`config.mk`:
```
export PLATFORM = sky130hd
export DESIGN_NAME = length_prefixed_frame_deframer
export DESIGN_NICKNAME = d
export VERILOG_FILES = /design/src/hdl/lpfd_pkg.sv /design/src/hdl/lpfd_regs.sv /design/src/hdl/lpfd_parser.sv /design/src/hdl/lpfd_out_buf.sv /design/src/hdl/length_prefixed_frame_deframer.sv
export SDC_FILE = /design/constraint.sdc
export NUM_CORES = 1
export LEC_CHECK = 0
export BUFFER_PORTS_ARGS = -buffer_cell sky130_fd_sc_hd__buf_2
export CAP_MARGIN = 15
export CORE_ASPECT_RATIO = 1.1
export CORE_MARGIN = 8
export CORE_UTILIZATION = 58
export CTS_CLUSTER_SIZE = 28
export DETAILED_ROUTE_END_ITERATION = 8
export GPL_TIMING_DRIVEN = 0
export PLACE_DENSITY = 0.77
export SLEW_MARGIN = 0
export SYNTH_ARGS = -nofsm -noshare
export SYNTH_HDL_FRONTEND = slang
export SYNTH_SLANG_ARGS = --single-unit
```
`constraint.sdc`:
```
create_clock -name i_clk -period 4.93 [get_ports i_clk]
set_clock_uncertainty 0.05 [all_clocks]
set_input_delay 0.493 -clock i_clk [delete_from_list [all_inputs] [get_ports i_clk]]
set_output_delay 0.493 -clock i_clk [all_outputs]
set_load 0.1 [all_outputs]
```
`src/hdl/lpfd_pkg.sv`:
```
// ----------------------------------------------------------------------------
// lpfd_pkg
// Shared types and constants of the length-prefixed frame deframer.
// ----------------------------------------------------------------------------
package lpfd_pkg;

    localparam logic [7:0]  HDR_BYTE     = 8'hBB;
    localparam logic [7:0]  END_BYTE     = 8'h7E;
    localparam logic [15:0] MAXLEN_RESET = 16'd3072;
    localparam int          ADDR_W       = 3;
    localparam int          DATA_W       = 32;
    localparam logic [16:0] POS_PAYLOAD  = 17'd5;

    typedef enum logic [2:0] {
        EV_IGNORED = 3'd0,
        EV_FIELD   = 3'd1,
        EV_PAYLOAD = 3'd2,
        EV_GOOD    = 3'd3,
        EV_CSUM    = 3'd4,
        EV_NOEND   = 3'd5,
        EV_LONG    = 3'd6
    } t_event;

    typedef enum logic [0:0] {
        REG_MAXLEN = 1'b0,
        REG_NONE   = 1'b1
    } t_reg_idx;

    typedef struct packed {
        t_event      event_res;
        logic [7:0]  data_byte;
        logic [15:0] payload_index;
        logic [7:0]  frame_type;
        logic [7:0]  frame_command;
        logic [15:0] payload_length;
    } t_result;

endpackage

```
`src/hdl/lpfd_regs.sv`:
```
// ----------------------------------------------------------------------------
// lpfd_regs
// APB-style configuration register file holding the maximum payload length.
// ----------------------------------------------------------------------------
module lpfd_regs (
    input  logic                       i_clk,
    input  logic                       i_rst_n,
    input  logic                       psel,
    input  logic                       penable,
    input  logic                       pwrite,
    input  logic [lpfd_pkg::ADDR_W-1:0] paddr,
    input  logic [lpfd_pkg::DATA_W-1:0] pwdata,
    output logic [lpfd_pkg::DATA_W-1:0] prdata,
    output logic                       pready,
    output logic [15:0]                o_max_len
);
    import lpfd_pkg::*;

    logic [15:0] r_max_len;
    logic [15:0] n_max_len;
    t_reg_idx    reg_idx;
    logic        wr_en;

    assign reg_idx = t_reg_idx'(paddr[2]);
    assign wr_en   = psel && penable && pwrite;
    assign pready  = 1'b1;

    always_comb begin
        n_max_len = r_max_len;
        if (wr_en && reg_idx == REG_MAXLEN) begin
            n_max_len = pwdata[15:0];
        end
    end

    always_ff @(posedge i_clk) begin
        if (!i_rst_n) begin
            r_max_len <= MAXLEN_RESET;
        end else begin
            r_max_len <= n_max_len;
        end
    end

    always_comb begin
        case (reg_idx)
            REG_MAXLEN: prdata = {{(DATA_W-16){1'b0}}, r_max_len};
            default:    prdata = '0;
        endcase
    end

    assign o_max_len = r_max_len;

endmodule

```
`src/hdl/lpfd_parser.sv`:
```
// ----------------------------------------------------------------------------
// lpfd_parser
// Frame state registers and per-byte classification.
// ----------------------------------------------------------------------------
module lpfd_parser (
    input  logic              i_clk,
    input  logic              i_rst_n,
    input  logic              i_accept,
    input  logic [7:0]        i_rx_byte,
    input  logic [15:0]       i_max_len,
    output lpfd_pkg::t_result o_result
);
    import lpfd_pkg::*;

    logic        r_in_frame,  n_in_frame;
    logic [16:0] r_position,  n_position;
    logic [15:0] r_length,    n_length;
    logic [7:0]  r_sum,       n_sum;
    logic        r_mismatch,  n_mismatch;
    logic [7:0]  r_type,      n_type;
    logic [7:0]  r_command,   n_command;

    t_event      ev;
    logic [15:0] pidx;
    logic [16:0] csum_pos;
    logic [16:0] pay_off;

    assign csum_pos = {1'b0, r_length} + POS_PAYLOAD;
    assign pay_off  = r_position - POS_PAYLOAD;

    always_comb begin
        n_in_frame = r_in_frame;
        n_position = r_position;
        n_length   = r_length;
        n_sum      = r_sum;
        n_mismatch = r_mismatch;
        n_type     = r_type;
        n_command  = r_command;
        ev         = EV_IGNORED;
        pidx       = '0;
        if (!r_in_frame) begin
            if (i_rx_byte == HDR_BYTE) begin
                n_in_frame = 1'b1;
                n_position = 17'd1;
                n_length   = '0;
                n_sum      = '0;
                n_mismatch = 1'b0;
                n_type     = '0;
                n_command  = '0;
                ev         = EV_FIELD;
            end
        end else begin
            if (r_position <= 17'd4) begin
                n_sum = r_sum + i_rx_byte;
                ev    = EV_FIELD;
                case (r_position[2:0])
                    3'd1:    n_type    = i_rx_byte;
                    3'd2:    n_command = i_rx_byte;
                    3'd3:    n_length  = {8'd0, i_rx_byte};
                    default: begin
                        n_length = {r_length[7:0], i_rx_byte};
                        if ({r_length[7:0], i_rx_byte} > i_max_len) begin
                            ev         = EV_LONG;
                            n_in_frame = 1'b0;
                        end
                    end
                endcase
            end else if (r_position < csum_pos) begin
                n_sum = r_sum + i_rx_byte;
                ev    = EV_PAYLOAD;
                pidx  = pay_off[15:0];
            end else if (r_position == csum_pos) begin
                n_mismatch = (i_rx_byte != r_sum);
                ev         = EV_FIELD;
            end else begin
                if (i_rx_byte != END_BYTE) begin
                    ev = EV_NOEND;
                end else if (r_mismatch) begin
                    ev = EV_CSUM;
                end else begin
                    ev = EV_GOOD;
                end
                n_in_frame = 1'b0;
            end
            n_position = n_in_frame ? r_position + 17'd1 : '0;
        end
    end

    always_comb begin
        o_result.event_res      = ev;
        o_result.data_byte      = i_rx_byte;
        o_result.payload_index  = pidx;
        o_result.frame_type     = n_type;
        o_result.frame_command  = n_command;
        o_result.payload_length = (n_in_frame && n_position <= 17'd4) ? 16'd0 : n_length;
    end

    always_ff @(posedge i_clk) begin
        if (!i_rst_n) begin
            r_in_frame <= 1'b0;
            r_position <= '0;
            r_length   <= '0;
            r_sum      <= '0;
            r_mismatch <= 1'b0;
            r_type     <= '0;
            r_command  <= '0;
        end else if (i_accept) begin
            r_in_frame <= n_in_frame;
            r_position <= n_position;
            r_length   <= n_length;
            r_sum      <= n_sum;
            r_mismatch <= n_mismatch;
            r_type     <= n_type;
            r_command  <= n_command;
        end
    end

endmodule

```
`src/hdl/lpfd_out_buf.sv`:
```
// ----------------------------------------------------------------------------
// lpfd_out_buf
// Two-entry result buffer separating the input and output handshakes.
// ----------------------------------------------------------------------------
module lpfd_out_buf (
    input  logic              i_clk,
    input  logic              i_rst_n,
    input  logic              i_push,
    input  lpfd_pkg::t_result i_result,
    output logic              o_full,
    output logic              o_valid,
    input  logic              i_stall,
    output lpfd_pkg::t_result o_result
);
    import lpfd_pkg::*;

    t_result     r_buf [2];
    logic        r_wr_ptr, n_wr_ptr;
    logic        r_rd_ptr, n_rd_ptr;
    logic [1:0]  r_count,  n_count;
    logic        pop;

    assign o_full   = (r_count == 2'd2);
    assign o_valid  = (r_count != 2'd0);
    assign pop      = o_valid && !i_stall;
    assign o_result = r_buf[r_rd_ptr];

    always_comb begin
        n_wr_ptr = i_push ? ~r_wr_ptr : r_wr_ptr;
        n_rd_ptr = pop ? ~r_rd_ptr : r_rd_ptr;
        n_count  = r_count + {1'b0, i_push} - {1'b0, pop};
    end

    always_ff @(posedge i_clk) begin
        if (!i_rst_n) begin
            r_wr_ptr <= 1'b0;
            r_rd_ptr <= 1'b0;
            r_count  <= '0;
        end else begin
            r_wr_ptr <= n_wr_ptr;
            r_rd_ptr <= n_rd_ptr;
            r_count  <= n_count;
        end
    end

    always_ff @(posedge i_clk) begin
        if (i_push) begin
            r_buf[r_wr_ptr] <= i_result;
        end
    end

endmodule

```
`src/hdl/length_prefixed_frame_deframer.sv`:
```
// ----------------------------------------------------------------------------
// length_prefixed_frame_deframer
// Byte-wise parser for 0xBB..0x7E frames with 16-bit length and additive
// checksum; one classification event per received byte.
//
//   channel | direction | handshake               | payload
//   --------+-----------+-------------------------+---------------------------
//   in      | input     | i_in_valid / o_in_stall | i_rx_byte
//   out     | output    | o_out_valid / i_out_stall | event, byte, index, type,
//           |           |                         | command, length
//   cfg     | input     | psel/penable/pwrite     | paddr, pwdata, prdata
//
// One byte per cycle while the input is not stalled. The frame state updates at
// the accepting edge, where the result is written into the result buffer.
// A two-entry result buffer absorbs output stalls; input stalls only when
// both entries are held. Synchronous reset returns to header hunt with the
// maximum length at 3072.
// ----------------------------------------------------------------------------
module length_prefixed_frame_deframer (
    input  logic                        i_clk,
    input  logic                        i_rst_n,
    input  logic                        i_in_valid,
    output logic                        o_in_stall,
    input  logic [7:0]                  i_rx_byte,
    output logic                        o_out_valid,
    input  logic                        i_out_stall,
    output logic [2:0]                  o_event_res,
    output logic [7:0]                  o_data_byte,
    output logic [15:0]                 o_payload_index,
    output logic [7:0]                  o_frame_type,
    output logic [7:0]                  o_frame_command,
    output logic [15:0]                 o_payload_length,
    input  logic                        psel,
    input  logic                        penable,
    input  logic                        pwrite,
    input  logic [lpfd_pkg::ADDR_W-1:0] paddr,
    input  logic [lpfd_pkg::DATA_W-1:0] pwdata,
    output logic [lpfd_pkg::DATA_W-1:0] prdata,
    output logic                        pready
);
    import lpfd_pkg::*;

    logic        max_len_sel;
    logic [15:0] max_len;
    logic        accept;
    logic        buf_full;
    t_result     parse_res;
    t_result     out_res;

    assign max_len_sel = 1'b1;
    assign o_in_stall  = buf_full;
    assign accept      = i_in_valid && !buf_full && max_len_sel;

    lpfd_regs u_regs (
        .i_clk     (i_clk),
        .i_rst_n   (i_rst_n),
        .psel      (psel),
        .penable   (penable),
        .pwrite    (pwrite),
        .paddr     (paddr),
        .pwdata    (pwdata),
        .prdata    (prdata),
        .pready    (pready),
        .o_max_len (max_len)
    );

    lpfd_parser u_parser (
        .i_clk     (i_clk),
        .i_rst_n   (i_rst_n),
        .i_accept  (accept),
        .i_rx_byte (i_rx_byte),
        .i_max_len (max_len),
        .o_result  (parse_res)
    );

    lpfd_out_buf u_out_buf (
        .i_clk    (i_clk),
        .i_rst_n  (i_rst_n),
        .i_push   (accept),
        .i_result (parse_res),
        .o_full   (buf_full),
        .o_valid  (o_out_valid),
        .i_stall  (i_out_stall),
        .o_result (out_res)
    );

    assign o_event_res      = out_res.event_res;
    assign o_data_byte      = out_res.data_byte;
    assign o_payload_index  = out_res.payload_index;
    assign o_frame_type     = out_res.frame_type;
    assign o_frame_command  = out_res.frame_command;
    assign o_payload_length = out_res.payload_length;

endmodule

```
* Yosys cells after proc, flatten, opt, wreduce, memory -nomap -nowiden
Memory sizes are Yosys's and may differ from the RTL's. A register that Yosys moved wholly into a read port is not among the register bits.
Cells that the tools add are included.
** Word-level totals
- Flip-flop bits (word level) :: 79
- Bits in writable memories :: 118
- Output and inout bits :: 94
- Logic and storage cells :: 101
- Memories :: 1
** Operators by class
- $add $sub $neg :: 6
- Order comparisons :: 4
- Equality and inequality tests :: 12
- Mux-type cells :: 50
- Bitwise gates (word level) :: 3
- Reduce and logical (&&, ||, !) cells :: 14
** Memory list
- u_out_buf.r_buf :: words 2, width 59, rd ports 1, clocked after Yosys merged registers in 1, wr ports 1, RTL line lpfd_out_buf.sv:17 : t_result r_buf [2];
** Operators by type and width (count)
- 16-bit two-way mux :: 8
- 8-bit two-way mux :: 12
- 17-bit two-way mux :: 3
- 17-bit by 3-bit <= comparator with 1-bit output, second input constant :: 2
- 16-bit case mux with 2 select lines :: 1
- 3-bit two-way mux :: 8
- 1-bit two-way mux :: 18
- 16-bit by 3-bit adder with 17-bit output, second input constant :: 1
- 17-bit by 1-bit adder with 17-bit output, second input constant :: 1
- 17-bit equality test :: 1
- 17-bit < comparator :: 1
- 16-bit > comparator :: 1
- 16-bit by 3-bit subtractor with 16-bit output, second input constant :: 1
- 8-bit adder :: 1
- 8-bit equality test, second input constant :: 1
- 8-bit by 7-bit inequality test with 1-bit output, second input constant :: 1
- 8-bit inequality test :: 1
- 3-bit by 2-bit equality test with 1-bit output, second input constant :: 2
- 1-bit logical AND :: 6
- 2-bit inequality test, second input constant :: 3
- 5-bit AND reduction :: 1
- 2-bit nonzero test :: 2
- 3-bit by 1-bit equality test with 1-bit output, second input constant :: 1
- 3-bit inequality test, second input constant :: 1
- other kinds (8) :: 11

* Depth between registers and ports, before layout
Gate-level depths: netlist of run 1.
- Depth after elaboration :: 11
- Mapped depth :: 14

* Modules after synthesis
From an unflattened synthesis of run 1, not the netlist that was laid out.
** Second synthesis, totals
- Cell total of the unflattened synthesis :: 1017
- Area total of the unflattened synthesis :: 11091.9 sq um
** Modules (own cells, without submodules)
- lpfd_parser :: times used 1, cells each 703, area an instance 5611.6 sq um, sequential area each 1181.1 sq um
- lpfd_out_buf :: times used 1, cells each 207, area an instance 4549.4 sq um, sequential area each 3643.5 sq um
- lpfd_regs :: times used 1, cells each 106, area an instance 917.1 sq um, sequential area each 320.3 sq um
- length_prefixed_frame_deframer :: times used 1, cells each 1, area an instance 13.8 sq um, sequential area each 0.0 sq um

* Least setup slack after synthesis of run 1
Ideal clock, no wire load.
- Kind :: register to register
- Start :: register u_parser.r_length[3]
- End :: memory u_out_buf.r_buf[0][10] (netlist bit), data pin
- Setup time :: 259 ps
- Arrival :: 3714 ps
- Data required time :: 4621 ps
- Setup slack :: 907 ps
- Stages on the path, launching flop included :: 15
- Path buffers :: 2
- Path through :: dfxtp_1 -> clkbuf_1 -> nand4_1 -> nor3_1 -> nand3_1 -> xor2_1 -> ha_1 -> nand4_1 -> nor3_1 -> o31ai_1 -> a31o_2 -> o211a_2 -> a222oi_1 -> buf_6 -> nor2_2
** RTL lines
- start, declared :: RTL line lpfd_parser.sv:17 : logic [15:0] r_length, n_length;
- start signal, assigned :: RTL line lpfd_parser.sv:110 : r_length <= n_length;
- end, declared :: RTL line lpfd_out_buf.sv:17

==> results of run 1 <==
[cell families after synthesis]
family	Yosys count
simple gates	381
flops	198
buf+inv	118
xor+xnor	39
fa+ha+maj	49
other cells	2
mux	68
compound gates	168
[cell usage in the layout, fill, tap and decap left out, types with 25 or more instances in the layout]
cell type	synthesis	routed
clkbuf_1	51	51
nor2_1	99	98
a21oi_1	58	58
inv_1	34	34
ha_1	48	48
mux2_2	61	61
nand3_1	68	68
xnor2_1	25	25
nand2_1	104	104
buf_2	4	111
dfxtp_1	80	80
edfxtp_1	118	118
a22oi_1	34	34
[sequential cells by signal, indices dropped and copies added (netlist names), named ones only]
name and cells:
u_parser.r_sum 8, u_out_buf.r_rd_ptr 1, u_parser.r_position 17, u_parser.r_type 8
u_parser.r_command 8, u_out_buf.r_count 2, u_out_buf.r_wr_ptr 1, u_parser.r_length 16
u_parser.r_in_frame 1, u_out_buf.r_buf 118, u_parser.r_mismatch 1, u_regs.o_max_len 16
[layout make-up]
cell class | instances | area (µm²)
Buffer | 84 | 429
Tap cell | 238 | 298
Multi-Input combinational cell | 722 | 4730
Sequential cell | 198 | 5140
Fill cell | 1412 | 5670
Antenna cell | 1 | 2.50
Timing Repair Buffer | 109 | 563
Clock inverter | 15 | 226
Clock buffer | 17 | 425
Inverter | 34 | 128
[through the flow]
stage                     std cells  power (mW)
final                          1418        5.76
after CTS                      1416        5.80
after detailed placement       1384        4.28
after global routing           1418        5.94
after global placement         1383        4.26
after floorplan                1038        3.93
[report_power, final]
part | switching (mW) | internal (mW) | total, mW
Clock | 0.665 | 0.874 | 1.54
Combinational | 1.85 | 0.388 | 2.24
Sequential | 0.0432 | 1.94 | 1.99
Total | 2.56 | 3.21 | 5.76
[worst max-delay path, cell delays in order (launching register included)]
cell and delay, ns:
dfxtp_1 0.35, clkbuf_1 0.36, nand4_1 0.24, nor3_1 0.47
nand3_1 0.16, xor2_1 0.17, ha_1 0.30, nand4_1 0.16
nor3_1 0.37, o31ai_1 0.19, a31o_2 0.30, o211a_2 0.30
a222oi_1 0.34, buf_4 0.22, buf_6 0.17, nor2_2 0.06
[timing repair]
item                                    CTS  global route
endpoints found under the setup margin    0            32
setup buffers                             0             1
endpoints found under the hold margin     0             0
[layer usage]
layer,up-vias,track usage [%],share of wire (%)
met4,0,10.6,3.4
met2,337,38.5,48
met1,3935,29.6,42
met5,-,0,0
li1,3948,-,-
met3,65,4.25,6.9
[worst max path at each step]
stage	start	end	slack (ns)	depth (start not counted)
floorplan	u_parser.r_length[3]	u_out_buf.r_buf[0][10]	0.91	14
global placement	i_in_valid	u_out_buf.r_buf[0][21]	-0.55	3
detailed placement	u_parser.r_length[3]	u_out_buf.r_buf[1][5]	0.06	14
CTS	u_parser.r_length[3]	u_out_buf.r_buf[0][5]	0.03	14
global route	u_parser.r_length[3]	u_out_buf.r_buf[1][7]	0.20	15
finish	u_parser.r_length[4]	u_out_buf.r_buf[0][7]	0.47	15
==> summary.md, run 1 <==
| Metric | Value |
|---|---|
| Outcome | `completed` |
| Final worst slack | `0.471 ns` |
| Peak supply drop | `0.411 mV` |
| Critical Path Source Type | `flop` |
| Largest area contributor in the netlist | `edfxtp_1` |
| Grt total ovfl | `0` |
| Post-route DRC | `0` |
| Xor/xnor cell area share of the yosys netlist | `3.30%` |
| Fin nets | `1265` |
| Worst r2r src | `u_parser.r_length[4]` |
| Hold endpoint | `u_regs.o_max_len[10]` |
| Slew margin rel. | `36.8%` |
| WP data arrival | `4.60 ns` |
| Die Area | `22400 µm²` |
| Fin area | `11900 µm²` |
| TritonCTS clock tree | `built` |
| Crit share post-route | `90.4%` |
| Hold path depth | `3` |
| Crit path capture type | `flop` |
| Clock transition at the registers of the reported paths | `0.07 ns` |
| Synthesized-area fraction occupied by and/or/nand/nor cells | `17.9%` |
| Num CTS Buffers | `17` |
| Die height | `156 µm` |
| Setup_tns | `0 ns` |
| Synthesized instance count | `1023` |
| Clock Sinks | `198` |
| Rows | `51` |
| Top-count cell post-synth | `edfxtp_1` |
| Fin Hold WS | `0.220 ns` |
| Dominant synthesized flop cell | `edfxtp_1` |
| Min-delay worst type | `primary input to flop` |
| Reg2reg end | `u_out_buf.r_buf[0][7]` |
| Post-Route Utilization | `67.8%` |
| Top post-synthesis cells by area | `edfxtp_1 34%, dfxtp_1 15%, mux2_2 6.6%` |
| Horiz. Die Dim | `143 µm` |
| Critical Path RT | `5.07 ns` |
| Dpl ws | `0.0616 ns` |
| Adder-Cell Fraction of Synth Area | `5.99%` |
| Critical path fanouts, max | `10` |
| IO Pins | `144` |
| Layout cell share with drive strength beyond 1 | `22.0%` |
| Yosys cell types | `63` |
| Max-Cap Viols | `0` |
| Area grow syn2layout | `15.3%` |
| HPWL after DPL | `18700 µm` |
| Buffer depth of the longest clock path | `2` |
| Fraction of registers with async set/reset | `0%` |
| Post-synth top cells | `118 x edfxtp_1, 104 x nand2_1, 99 x nor2_1` |
| H-tree levels | `4` |
| Average size of a mapped cell | `10.1 µm²` |
| Wire length per cell | `18.4 µm` |
| GP Congestion | `0.943` |
| Hold Fails Final Rpt | `0` |
| Min Clock Period, post-route | `4.46 ns` |
| # resized after CTS | `0` |
| Core area | `17600 µm²` |
| Sequential fraction of the synthesis area | `49.7%` |
| Synth Area in Compound Gates | `10.4%` |
| DP Area | `11300 µm²` |
| Post-Syn Area | `10400 µm²` |
| Clock Latency Late Sink | `0.45 ns` |
| Lkg Pwr | `4.69 nW` |
| Initial Utilization | `58.8%` |
| Flops & latches, synth | `198` |
| Hold_sp | `pwdata[10]` |
| Mux share of post-synthesis cell area | `7.31%` |
| First-pass GRT wire length | `41100 µm` |
| Routed vias/inst | `5.84` |
| Hold-fix buffers, CTS | `0` |
| Vias | `8285` |
| Main combinational cell family by area after synthesis | `simple AND/OR/NAND/NOR gates` |
| Power density over the cells | `483 nW/µm²` |
| Worst-case reg-to-reg path depth | `15` |
| Largest net degree at the start of global routing | `60` |
| Reg-to-reg slack, setup | `0.47 ns` |
| DRT iter0 DRCs | `739` |
| Setup Viol. Count Final | `0` |
| Synth top area share | `34.2%` |
| Tot GR Track Use | `23.5%` |
| Antenna Violating Nets Remaining | `0` |
| Max-slew violation count | `0` |
| Post-synth EDFFs | `118` |
| RSZ-0062 raised after global routing | `false` |
| Least-Margin Pin Slew | `0.941 ns` |
| Fmax | `224 MHz` |
| Root Buffer | `clkbuf_16` |
| Antenna violations before repair | `1` |
| Vias in the first global route | `8038` |
| Port Buf Inserts | `107` |
| YS warnings | `0` |
| First drt pass iteration count | `6` |
| Crit path kind | `flop to flop` |
| Overall routed net length | `26100 µm` |
(Power assumes the default switching activity.)
==> inputs of run 2 (changes only) <==
PLACE_DENSITY = not set   (was 0.77)
PLACE_DENSITY_LB_ADDON = 0.08   (was not set)
REMOVE_ABC_BUFFERS = 1   (was not set)
==> summary.md, run 2 (synthesized netlist as in run 1, its figures left out) <==
| Metric | Value |
|---|---|
| H-tree levels | `4` |
| WP data arrival | `4.73 ns` |
| Min Clock Period, post-route | `4.60 ns` |
| Commonest non-fill, non-tap cells in the layout | `118 x edfxtp_1, 111 x buf_2, 104 x nand2_1, 98 x nor2_1, 78 x dfxtp_1` |
| Buffer depth of the longest clock path | `2` |
| Critical path fanouts, max | `33` |
| Clock Latency Late Sink | `0.44 ns` |
| Diode count | `0` |
| Overall routed net length | `24200 µm` |
| Min-delay worst type | `primary input to flop` |
| Final worst slack | `0.329 ns` |
| DRT iter0 DRCs | `747` |
| Least-Margin Pin Slew | `1.12 ns` |
| Vias | `7760` |
| Tot GR Track Use | `22.0%` |
| Top reg by flops | `u_out_buf.r_buf` |
| Crit path kind | `flop to flop` |
| Lkg Pwr | `4.47 nW` |
| Peak supply drop | `0.411 mV` |
| Area grow syn2layout | `11.2%` |
| Vias in the first global route | `7557` |
| Worst r2r src | `u_parser.r_length[0]` |
| Power density over the cells | `481 nW/µm²` |
| Horiz. Die Dim | `143 µm` |
| Max-slew violation count | `0` |
| Layout cell share with drive strength beyond 1 | `22.0%` |
| Worst-case reg-to-reg path depth | `16` |
| Antenna Violating Nets Remaining | `0` |
| Fin area | `11500 µm²` |
| Largest regs | `u_out_buf.r_buf: 118 flops, u_parser.r_position: 17 flops` |
| Dpl ws | `-0.196 ns` |
| FILL cells | `1493` |
| Clock Sinks | `198` |
| RSZ-0062 raised after global routing | `false` |
| Slew margin rel. | `25.4%` |
| Setup Viol. Count Final | `0` |
| GP Congestion | `0.836` |
| Core area | `17600 µm²` |
| Die Area | `22400 µm²` |
| IO Pins | `144` |
| CP endpoint | `u_out_buf.r_buf[0][15]` |
| First-pass GRT wire length | `38800 µm` |
| Fin Hold WS | `0.226 ns` |
| Hold Fails Final Rpt | `0` |
| Port Buf Inserts | `108` |
| Grt total ovfl | `0` |
| Wire length per cell | `18.0 µm` |
| Flip-flop count of the largest register after layout | `118` |
| Largest net degree at the start of global routing | `60` |
| Crit share post-route | `93.3%` |
| Antenna violations before repair | `0` |
| Most common cell after layout, fill and taps aside | `edfxtp_1` |
| Initial Utilization | `58.8%` |
| Fin nets | `1189` |
| Max-Cap Viols | `0` |
| Design Power | `5.54 mW` |
| Die height | `156 µm` |
| Routed vias/inst | `5.79` |
| Num CTS Buffers | `17` |
| Reg-to-reg slack, setup | `0.33 ns` |
| Critical Path Source Type | `flop` |
| Crit. Startpoint | `u_parser.r_length[0]` |
| First drt pass iteration count | `6` |
| Fmax | `217 MHz` |
| HPWL after DPL | `16500 µm` |
| Rows | `51` |
| DP Area | `10900 µm²` |
| Critical Path RT | `5.06 ns` |
| Post-route DRC | `0` |
| Outcome | `completed` |
| Root Buffer | `clkbuf_16` |
| Clock transition at the registers of the reported paths | `0.08 ns` |
| Reg2reg end | `u_out_buf.r_buf[0][15]` |
| Crit path capture type | `flop` |
| TritonCTS clock tree | `built` |
## run 2: repair_timing
action | CTS | global route
gates cloned | 0 | 0
pin swaps | 1 | 0
endpoints found under the setup margin | 22 | 18
buffers inserted | 2 | 0
resized for setup | 0 | 3
hold buffers | 0 | 0
## run 2: area by class of cell
class	instances	area, µm²	share of cell area (%)
flip-flops and latches	198	5150	44.7
multi-input cells	722	4740	41.1
repair buffers	117	626	5.43
clock buffers	17	425	3.69
well taps	238	298	2.58
clock inverters	15	158	1.37
inverters	34	128	1.11
## run 2: worst min path at each step
stage	cells past startpoint	start	to
floorplan	2	u_parser.r_type[0]	u_parser.r_type[0]
global placement	2	u_regs.o_max_len[4]	u_regs.o_max_len[4]
detailed placement	2	u_regs.o_max_len[7]	u_regs.o_max_len[7]
CTS	3	pwdata[10]	u_regs.o_max_len[10]
global route	3	pwdata[1]	u_regs.o_max_len[1]
finish	3	pwdata[10]	u_regs.o_max_len[10]
## run 2: worst max-delay path, stage by stage (launching register included)
cell,delay (ns)
dfxtp_1,0.56
ha_1,0.27
nor2_1,0.09
nor3_2,0.35
nand3_1,0.14
xor2_1,0.16
ha_1,0.30
nand4_1,0.18
a211oi_1,0.33
nor3_1,0.16
a31o_2,0.28
o211a_2,0.46
a222oi_1,0.40
buf_4,0.18
buf_2,0.16
buf_2,0.19
nor2_1,0.09
## run 2: where the power goes
| part | switching [mW] | internal [mW] |
|---|---|---|
| clock network | 0.674 | 0.678 |
| logic | 1.76 | 0.371 |
| registers | 0.112 | 1.95 |
## run 2: stage by stage
stage                     TNS [ns]  instances  utilization, %
after global placement      -67.96       1300            61.5
after global routing             0       1341            65.4
final                            0       1341            65.4
after floorplan             -0.819        954               -
after detailed placement     -3.05       1306            61.9
after CTS                        0       1340            65.3
## run 2: per-layer routing
| metal | wire [µm] | global-route usage, % | up-vias |
|---|---|---|---|
| met5 | 0 | 0 | - |
| met4 | 344 | 6.22 | 0 |
| met3 | 1400 | 3.89 | 29 |
| met2 | 12200 | 37.8 | 251 |
| met1 | 10300 | 27.8 | 3679 |
| li1 | - | - | 3801 |
